[config.mk]
export PLATFORM = sky130hd
export DESIGN_NAME = dnsqm_front
export DESIGN_NICKNAME = d
export VERILOG_FILES = /design/src/rtl/dnsqm_pkg.sv /design/src/rtl/dnsqm_front.sv
export SDC_FILE = /design/constraint.sdc
export NUM_CORES = 1
export LEC_CHECK = 0
export BUFFER_PORTS_ARGS = -buffer_cell sky130_fd_sc_hd__buf_2
export CORE_MARGIN = 2
export CORE_UTILIZATION = 41
export DETAILED_ROUTE_END_ITERATION = 12
export HOLD_SLACK_MARGIN = 0.06
export REMOVE_ABC_BUFFERS = 1
export SYNTH_ARGS = -nofsm -noshare
export SYNTH_HDL_FRONTEND = slang
export SYNTH_SLANG_ARGS = --single-unit
[constraint.sdc]
create_clock -name clk_i -period 11.5 [get_ports clk_i]
set_clock_uncertainty 0.2 [all_clocks]
set_input_delay 2.3 -clock clk_i [delete_from_list [all_inputs] [get_ports clk_i]]
set_output_delay 2.3 -clock clk_i [all_outputs]
set_load 0.02 [all_outputs]
[src/rtl/dnsqm_pkg.sv]
// Shared types and constants for the DNS header and question matcher.
// No dependencies.
`default_nettype none
package dnsqm_pkg;
  localparam int unsigned HdrLen = 12;

  typedef struct packed {
    logic        qry;
    logic [15:0] id;
    logic [15:0] qtype;
  } job_t;

  typedef struct packed {
    logic        parse_ok;
    logic        qr;
    logic [3:0]  dns_opcode;
    logic [3:0]  rcode;
    logic [5:0]  header_flags;
    logic [15:0] question_type;
    logic [15:0] question_count;
    logic [15:0] answer_count;
    logic [15:0] authority_count;
    logic [15:0] additional_count;
    logic [15:0] transaction_id;
  } hdr_t;

  function automatic logic [1:0] mod3(input logic [15:0] v);
    logic [1:0] r;
    r = 2'd0;
    for (int i = 15; i >= 0; i--) begin
      unique case ({r, v[i]})
        3'b000: r = 2'd0;
        3'b001: r = 2'd1;
        3'b010: r = 2'd2;
        3'b011: r = 2'd0;
        3'b100: r = 2'd1;
        default: r = 2'd2;
      endcase
    end
    return r;
  endfunction
endpackage
`default_nettype wire

[src/rtl/dnsqm_front.sv]
// Front end: byte parser for header and first question.
// Depends on dnsqm_pkg.
`default_nettype none
module dnsqm_front #(
  parameter int unsigned PositionWidth = 16
) (
  input  wire                clk_i,
  input  wire                rst_ni,
  input  wire                valid_i,
  output logic               ready_o,
  input  wire                clear_i,
  input  wire [7:0]          byte_i,
  input  wire                last_i,
  output logic               clr_o,
  output logic               job_valid_o,
  input  wire                job_ready_i,
  output dnsqm_pkg::hdr_t    hdr_o,
  output dnsqm_pkg::job_t    job_o
);
  import dnsqm_pkg::*;
  localparam logic [1:0] PhStart = 2'd0, PhIn = 2'd1, PhDone = 2'd2, PhBad = 2'd3;
  localparam logic [PositionWidth-1:0] PosMax = '1;

  logic [PositionWidth-1:0] pos_q, nend_q, len;
  logic [15:0] hw_q [6];
  logic [1:0]  ph_q;
  logic [7:0]  rem_q;
  logic [15:0] tb_q;
  logic        long_q;
  logic        take, ok;
  logic [15:0] qt;

  // only a closing word or a clear has to wait for the back end
  assign ready_o = job_ready_i || (!clear_i && !last_i);
  assign take = valid_i && ready_o && !clear_i;
  assign clr_o = valid_i && ready_o && clear_i;
  assign job_valid_o = take && last_i;
  assign len = pos_q + 1'b1;
  assign ok = !long_q && pos_q != PosMax && pos_q >= PositionWidth'(HdrLen - 1);

  always_comb begin
    logic [15:0] t;
    t = tb_q;
    if (ph_q == PhDone && pos_q == nend_q) t[15:8] = byte_i;
    if (ph_q == PhDone && pos_q == nend_q + 1'b1) t[7:0] = byte_i;
    qt = 16'd0;
    if (hw_q[2] != 16'd0 && ph_q == PhDone &&
        {1'b0, nend_q} + (PositionWidth+1)'(4) <= {1'b0, len})
      qt = t;
    if (pos_q == PositionWidth'(HdrLen - 1)) qt = 16'd0;
  end

  always_comb begin
    logic [15:0] h[6];
    for (int i = 0; i < 6; i++) h[i] = hw_q[i];
    if (pos_q == PositionWidth'(HdrLen - 1)) h[5][7:0] = byte_i;
    hdr_o = '0;
    if (ok) begin
      hdr_o.parse_ok = 1'b1;
      hdr_o.qr = h[1][15];
      hdr_o.dns_opcode = h[1][14:11];
      hdr_o.rcode = h[1][3:0];
      hdr_o.header_flags = {h[1][10:7], h[1][5:4]};
      hdr_o.question_type = qt;
      hdr_o.question_count = h[2];
      hdr_o.answer_count = h[3];
      hdr_o.authority_count = h[4];
      hdr_o.additional_count = h[5];
      hdr_o.transaction_id = h[0];
    end
    job_o.qry = !h[1][15];
    job_o.id = h[0];
    job_o.qtype = qt;
  end

  always_ff @(posedge clk_i or negedge rst_ni) begin
    if (!rst_ni) begin
      pos_q <= '0; nend_q <= '0; ph_q <= PhStart; rem_q <= '0; tb_q <= '0;
      long_q <= 1'b0;
      for (int i = 0; i < 6; i++) hw_q[i] <= '0;
    end else if (clr_o || (take && last_i)) begin
      pos_q <= '0; nend_q <= '0; ph_q <= PhStart; rem_q <= '0; tb_q <= '0;
      long_q <= 1'b0;
      for (int i = 0; i < 6; i++) hw_q[i] <= '0;
    end else if (take) begin
      if (long_q || pos_q == PosMax) long_q <= 1'b1;
      else begin
        pos_q <= len;
        if (pos_q < PositionWidth'(HdrLen)) begin
          if (pos_q[0]) hw_q[pos_q[3:1]][7:0] <= byte_i;
          else hw_q[pos_q[3:1]][15:8] <= byte_i;
        end else begin
          unique case (ph_q)
            PhStart: begin
              if (byte_i == 8'd0) begin ph_q <= PhDone; nend_q <= len; end
              else if (byte_i[7:6] == 2'b11) begin
                ph_q <= PhDone; nend_q <= pos_q + 2'd2;
              end else if (byte_i[7:6] == 2'b00) begin
                ph_q <= PhIn; rem_q <= byte_i;
              end else ph_q <= PhBad;
            end
            PhIn: begin
              rem_q <= rem_q - 1'b1;
              if (rem_q == 8'd1) ph_q <= PhStart;
            end
            PhDone: begin
              if (pos_q == nend_q) tb_q[15:8] <= byte_i;
              else if (pos_q == nend_q + 1'b1) tb_q[7:0] <= byte_i;
            end
            default: ;
          endcase
        end
      end
    end
  end
endmodule
`default_nettype wire

==> metrics.cfg, run 1 <==
[routing]
met3_length_um = 1569
drtIter0Drc = 597
num_vias = 8665
drtAntennaViolNets = 0
route.detailed.drc = 0
first_pass_iters = 6
viasPerCell = 5.623
dr_wl_met2_um = 13190
top_layer = met4
routedWlPerCell_um = 18.47
routed_wl_um = 28460
wl_met1_um = 13090

[yosys]
yosysTopAreaCell = dfrtp_1
yosys.area_share.simple_pct = 26.59
synth_compound_area_share_pct = 13.98
synthCells = 1129
synth_edf_count = 0
yosysTopAreaCellShare_pct = 39.46
synth_top_family_by_area = simple AND/OR/NAND/NOR gates
syn_area_sq_mm = 0.009766
yosysSeqAreaShare_pct = 39.46
ys_ff_latch = 154
synth_flop_cell = dfrtp_1
synth.distinct_cells = 68
synth_most_common_cell = dfrtp_1
yosys-top-cells-count = dfrtp_1, nor2_1, nand3_1, nand2_1, and2_1
synth_xor_xnor_area_share_pct = 6.726
muxShareOfSynthArea_pct = 4.215
yosys.area_share.adder_pct = 2.819
async_flop_share_pct = 100.0
ys_top_cells_by_area = dfrtp_1, and2_1, nand3_1
synth_area_per_cell_sq_um = 8.650
yosysWarnings = 0

[timing]
slew_headroom_pct = 25.49
drv_slew = 0
period_share_pct = 63.78
rsz0062_at_grt = no
clock.fmax_mhz = 136.3
worstMarginPinSlew_ns = 1.109
finalSetupTns_ns = 0
min_period_ns = 7.334
hold_violations = 0
setup_viol_count_final = 0

[critical_path]
reg2reg_slack_ns = 7.43
criticalPathCategory = reg2out
cp_max_fo = 17
r2r_start = pos_q[1]
r2r-end = tb_q[8]
r2r_cells = 8
worstPathArrival_ns = 4.83
crit_path_start_kind = flip-flop
endpoint_kind = output pin
crit_required_ns = 9.00

[layout]
layoutNonFillerInstCount = 1541
area_delta_synth_final_pct = 13.90
finalCoreUtilization_pct = 47.53
drive_gt1_share_pct = 17.92
antenna-diode-count = 0
fin_area_sq_mm = 0.01112
fin_nets = 1245

[global_routing]
antenna_found_initial = 0
grt_max_degree = 96
grt_use_total_pct = 22.74
first_global_vias = 7853
overflow = 0
grt_pass1_wl_um = 44180

[floorplanning]
ios = 162
core-area_sq_mm = 0.02340
die_y_um = 158.3
die_area_sq_mm = 0.02507
die_w_um = 158.3
rows = 56
initial_core_util_pct = 41.73

[cts]
cts_tree = done
cts_max_level = 4
numCtsBuffers = 17
clock_path_buffers = 2
clock-sinks = 154
clock-root-buffer = clkbuf_16
insertion_delay_ns = 0.43
cts_setup_buffers = 0
post_cts_resize_count = 0
cts_hold_buf = 0
clkTransAtPathRegs_ns = 0.07

[worst_hold_path]
min_to = hw_q[20]
worstHoldStart = hw_q[20]
hp-class = reg2reg
whs_path_depth = 2

[placed_design]
dpl.hpwl_um = 20020
place_area_sq_mm = 0.01051
port_buffers = 161
place_congestion = 0.9034
dp_cells = 1509

[pwr]
powerDensity_mw_per_mm2 = 120.1
p_leak_nw = 5.184
irDropWorstVdd_mv = 0.07726
totalPowerFinal_mw = 1.336

[flow_run]
cap_violations = 0

[status]
status = completed

flip-flops by register name (all words and copies together), names as in the netlist:
name    count
nend_q     16
long_q      1
ph_q        2
tb_q       16
hw_q       79
pos_q      16
rem_q       8
job_o      16
kinds of logic after synthesis:
group | after synthesis
adders and majority gates | 22
muxes | 41
DFF | 154
and+or+nand+nor | 504
AOI/OAI and AO/OA | 204
xor gates and xnor gates | 75
buffers and inverters | 129
cell usage in the layout (no fill, tap or decap), drive strengths merged, types with 8 or more instances in the layout:
| cell type | netlist | final |
|---|---|---|
| o21ai | 39 | 39 |
| clkbuf | 65 | 18 |
| dfrtp | 154 | 154 |
| mux2i | 40 | 40 |
| xnor2 | 43 | 43 |
| nor2b | 9 | 9 |
| o31ai | 66 | 66 |
| or3 | 8 | 8 |
| ha | 22 | 22 |
| buf | 41 | 167 |
| nand2 | 95 | 95 |
| nand4 | 32 | 32 |
| a211oi | 13 | 13 |
| nor3 | 20 | 20 |
| nor4 | 12 | 12 |
| a21oi | 41 | 41 |
| and2 | 89 | 89 |
| xor2 | 32 | 32 |
| inv | 23 | 28 |
| nor2 | 102 | 102 |
| a22o | 19 | 19 |
| nand3 | 101 | 101 |
power breakdown:
part	internal, mW	total [mW]	switching, mW
Sequential	0.566	0.586	0.0203
Combinational	0.0446	0.165	0.121
Clock	0.329	0.585	0.256
Total	0.940	1.34	0.396
final cells by class:
class                   instances  area, sq um
fillers                      2347        12280
multi-input cells             846         5315
flip-flops and latches        154         3854
repair buffers                167        857.1
clock buffers                  18        429.2
well taps                     319        399.1
clock inverters                14        182.7
inverters                      23        86.33
worst max-delay path by stage:
| stage | from | endpoint | slack [ns] | cells past startpoint |
|---|---|---|---|---|
| global route | pos_q[1] | hdr_o[84] | 3.79 | 14 |
| detailed placement | pos_q[1] | hdr_o[95] | 4.64 | 14 |
| global placement | pos_q[1] | hdr_o[80] | 4.85 | 14 |
| CTS | pos_q[1] | hdr_o[95] | 4.17 | 14 |
| floorplan | pos_q[0] | hdr_o[80] | 5.04 | 13 |
| finish | pos_q[1] | hdr_o[95] | 4.17 | 14 |
worst max-delay path, stage by stage, from the launching register on:
cell and delay (ns):
dfrtp_1 0.68, ha_1 0.35, nand3_1 0.26, or2_2 0.48
nor2_1 0.16, xnor2_1 0.14, ha_1 0.27, a21o_1 0.19
a21oi_1 0.19, nor2b_1 0.15, o2111ai_1 0.12, a21o_1 0.40
nand2b_1 0.55, nor2_1 0.24, buf_2 0.22
metal layers:
layer	vias up	GRT usage, %
met3	44	3.457
li1	4126	-
met2	287	36.96
met4	0	6.564
met1	4208	31.56
met5	-	0
through the flow:
| step | hold slack (ns) | setup slack [ns] |
|---|---|---|
| 2_1_floorplan | 0.2603 | 5.041 |
| 3_3_place_gp | 0.2720 | 4.848 |
| 3_5_place_dp | 0.2806 | 4.638 |
| 4_1_cts | 0.2965 | 4.167 |
| 5_1_grt | 0.3211 | 3.792 |
| 6_report | 0.2905 | 4.166 |
Power figures use the tool's default switching activity.
==> run 2: changes to the inputs <==
--- a/config.mk
+++ b/config.mk
@@ -5,6 +5,7 @@
 export SDC_FILE = /design/constraint.sdc
 export NUM_CORES = 1
 export LEC_CHECK = 0
+export ABC_AREA = 1
 export BUFFER_PORTS_ARGS = -buffer_cell sky130_fd_sc_hd__buf_2
 export CORE_MARGIN = 2
 export CORE_UTILIZATION = 41
==> constraint.sdc (replaced) <==
create_clock -name clk_i -period 7.6 [get_ports clk_i]
set_clock_uncertainty 0.2 [all_clocks]
set_input_delay 1.52 -clock clk_i [delete_from_list [all_inputs] [get_ports clk_i]]
set_output_delay 1.52 -clock clk_i [all_outputs]
set_load 0.02 [all_outputs]
==> run 2 against run 1 <==
  * Routed wire length is 10% higher
  * Global-route usage is 1.9 points higher
  * Register-to-register slack lost 3.3 ns
  * Die area up 2.9%
  * Combinational power rose to 6.5 times the previous value
  * Worst hold slack worse by 0.017 ns
  * Final cell count rose by 22%
  * Largest cell class unchanged
==> metrics.cfg, run 2 <==
[cts]
cts_setup_buffers = 0  ; unchanged
post_cts_resize_count = 0  ; unchanged
clock-sinks = 154  ; unchanged
cts_hold_buf = 0  ; unchanged
cts_max_level = 4  ; unchanged
clock-root-buffer = clkbuf_16
clock_path_buffers = 2  ; unchanged
insertion_delay_ns = 0.43  ; about the same
numCtsBuffers = 17  ; unchanged
cts_tree = done
clkTransAtPathRegs_ns = 0.07  ; about the same

[layout]
layoutNonFillerInstCount = 1881  ; +22%
fin_nets = 1578  ; +27%
fin_area_sq_mm = 0.01151  ; +3.5%
area_delta_synth_final_pct = 14.45
fillCellCount = 2553  ; +8.8%
final_cell_mix = nand2_1, nor2_1, inv_1, buf_2, dfrtp_1
multiInputGateArea_sq_mm = 0.005001  ; -5.9%
largest-register = hw_q
largest_reg_flops = 79  ; unchanged
layout_commonest_cell = nand2_1
drive_gt1_share_pct = 16.72  ; -1.2 points
ff_latch_area_sq_mm = 0.003854  ; unchanged

[timing]
finalSetupTns_ns = 0  ; unchanged
worstMarginPinSlew_ns = 0.9765  ; -0.1327 ns
rsz0062_at_grt = no
drv_slew = 0  ; unchanged
min_period_ns = 5.938
clock.fmax_mhz = 168.4
slew_headroom_pct = 34.66  ; +9.2 points
setup_viol_count_final = 0  ; unchanged
holdWs_ns = 0.2733  ; -0.01719 ns
period_share_pct = 78.13
hold_violations = 0  ; unchanged

[yosys]
synth_edf_count = 0  ; unchanged
async_flop_share_pct = 100.0  ; unchanged
yosysTopAreaCellShare_pct = 38.32  ; -1.1 points
ys_top_cells_by_area = dfrtp_1, nand2_1, nor2_1
syn_area_sq_mm = 0.01006  ; +3.0%
yosys-top-cells-count = nand2_1, nor2_1, inv_1, dfrtp_1, nand3_1
synth_most_common_cell = nand2_1
yosysWarnings = 0  ; unchanged
synth_flop_cell = dfrtp_1
yosysTopAreaCell = dfrtp_1
synth.distinct_cells = 46  ; -32%
yosysSeqAreaShare_pct = 38.32  ; -1.1 points
synth_area_per_cell_sq_um = 7.052  ; -18%
synthCells = 1426  ; +26%
ys_ff_latch = 154  ; unchanged

[pwr]
p_int_mw = 1.846  ; +96%
power_frac_comb_pct = 34.3  ; +22 points
p_sw_share_pct = 40.87  ; +11 points
totalPowerFinal_mw = 3.122  ; +130%
power.switching_mw = 1.276  ; +220%
p_leak_nw = 5.809  ; +12%
irDropWorstVdd_mv = 0.1536  ; +99%
power_frac_seq_pct = 37.1  ; -6.8 points
powerDensity_mw_per_mm2 = 271.3  ; +130%
clkPwrFrac_pct = 28.6  ; -15 points

[global_routing]
overflow = 0  ; unchanged
grt_use_total_pct = 24.65  ; +1.9 points
grt_pass1_wl_um = 50060  ; +13%
first_global_vias = 8995  ; +15%
grt_max_degree = 91  ; -5.2%
antenna_found_initial = 2  ; +2

[floorplanning]
rows = 57  ; +1.8%
core-area_sq_mm = 0.02418  ; +3.3%
die_y_um = 160.6  ; +1.4%
die_w_um = 160.6  ; +1.4%
initial_core_util_pct = 41.59  ; -0.14 points
die_area_sq_mm = 0.02580  ; +2.9%
ios = 162  ; unchanged

[worst_hold_path]
hp-class = reg2reg

[routing]
drtAntennaViolNets = 0  ; unchanged
first_pass_iters = 5  ; -1
routedWlPerCell_um = 16.71  ; -9.5%
routed_wl_um = 31420  ; +10%
drtIter0Drc = 836  ; +40%
route.detailed.drc = 0  ; unchanged
viasPerCell = 5.125  ; -8.9%
num_vias = 9640  ; +11%

[placed_design]
place_area_sq_mm = 0.01090  ; +3.7%
dp_cells = 1847  ; +22%
place_congestion = 0.9109  ; +0.83%
port_buffers = 161  ; unchanged
dpl.hpwl_um = 22770  ; +14%

[critical_path]
cp_max_fo = 16  ; -1
endpoint_kind = output pin
crit_path_start_kind = flip-flop
crit_required_ns = 5.88  ; -3.12 ns
worstPathArrival_ns = 4.22  ; -0.61 ns
criticalPathCategory = reg2out

[status]
status = completed

[flow_run]
cap_violations = 0  ; unchanged

## run 2: changes by cell type after synthesis, moves of 33 or more
cell / previous run / this run
nand2_1: 94 / 311
inv_1: 22 / 182
nor2_1: 101 / 208
and2_1: 88 / 0
o21ai_0: 38 / 110
o31ai_1: 66 / 6
clkbuf_1: 65 / 12
mux2i_1: 40 / 0
xnor2_1: 43 / 10
## run 2: cells by family after synthesis
logic type / after synthesis / share of synthesized area, %
compound gates: 200 / 10.99
xor+xnor: 43 / 3.745
fa+ha+maj: 22 / 2.737
buf+inv: 278 / 11.94
flops: 154 / 38.32
simple gates: 729 / 32.26
## run 2: path summary, 6_finish.rpt
kind,startpoint,endpoint,slack [ns],depth (start not counted)
worst max-delay path,pos_q[2],hdr_o[94],1.66,16
worst min-delay path,hw_q[34],hw_q[34],0.27,2
worst max register to register,pos_q[0],tb_q[13],4.14,12
worst min register to register,hw_q[34],hw_q[34],0.27,2
max in group asynchronous,rst_ni,tb_q[12],4.88,2
min in group asynchronous,rst_ni,nend_q[10],0.93,1
## run 2: area by class of cell
cell class	instances	share of cell area [%]
clock buffer	18	3.729
clock inverter	14	1.511
timing repair buffer	167	7.447
sequential	154	33.49
multi-input combinational	994	43.46
inverter	208	6.806
antenna	2	0.04349
tap	324	3.523
## run 2: power groups by stage
stage,logic [mW],registers (mW),clock network (mW)
6_report,1.07,1.16,0.894
3_3_place_gp,1.06,1.17,0
4_1_cts,1.07,1.16,0.906
3_5_place_dp,1.06,1.17,0
2_1_floorplan,0.704,1.18,0
5_1_grt,1.21,1.18,0.938
## run 2: metal layers
layer / GRT usage, % / wire, um / up-vias
met5: 0 / 0 / -
li1: - / - / 4756
met4: 8.067 / 802 / 0
met2: 39.46 / 14410 / 292
met3: 2.970 / 1494 / 53
met1: 34.86 / 14720 / 4539
## run 2: per-stage QoR
| stage | utilization [%] | setup slack, ns |
|---|---|---|
| global route | 47.60 | 1.352 |
| global placement | 45.09 | 2.188 |
| floorplan | - | 2.560 |
| finish | 47.60 | 1.662 |
| CTS | 47.58 | 1.762 |
| detailed placement | 45.09 | 2.261 |
## run 2: worst max-delay path, cell delays in order, from the launching register on
cell and delay [ns]:
dfrtp_1 0.51, ha_1 0.30, nand3_1 0.23, nor2_1 0.46, nand2_1 0.23, nor2_1 0.18, xor2_1 0.15, inv_1 0.09
ha_1 0.30, inv_1 0.05, nor4_1 0.31, nand4_1 0.14, a21oi_1 0.17, buf_4 0.25, nand2_1 0.11, nor2_1 0.10
buf_2 0.17
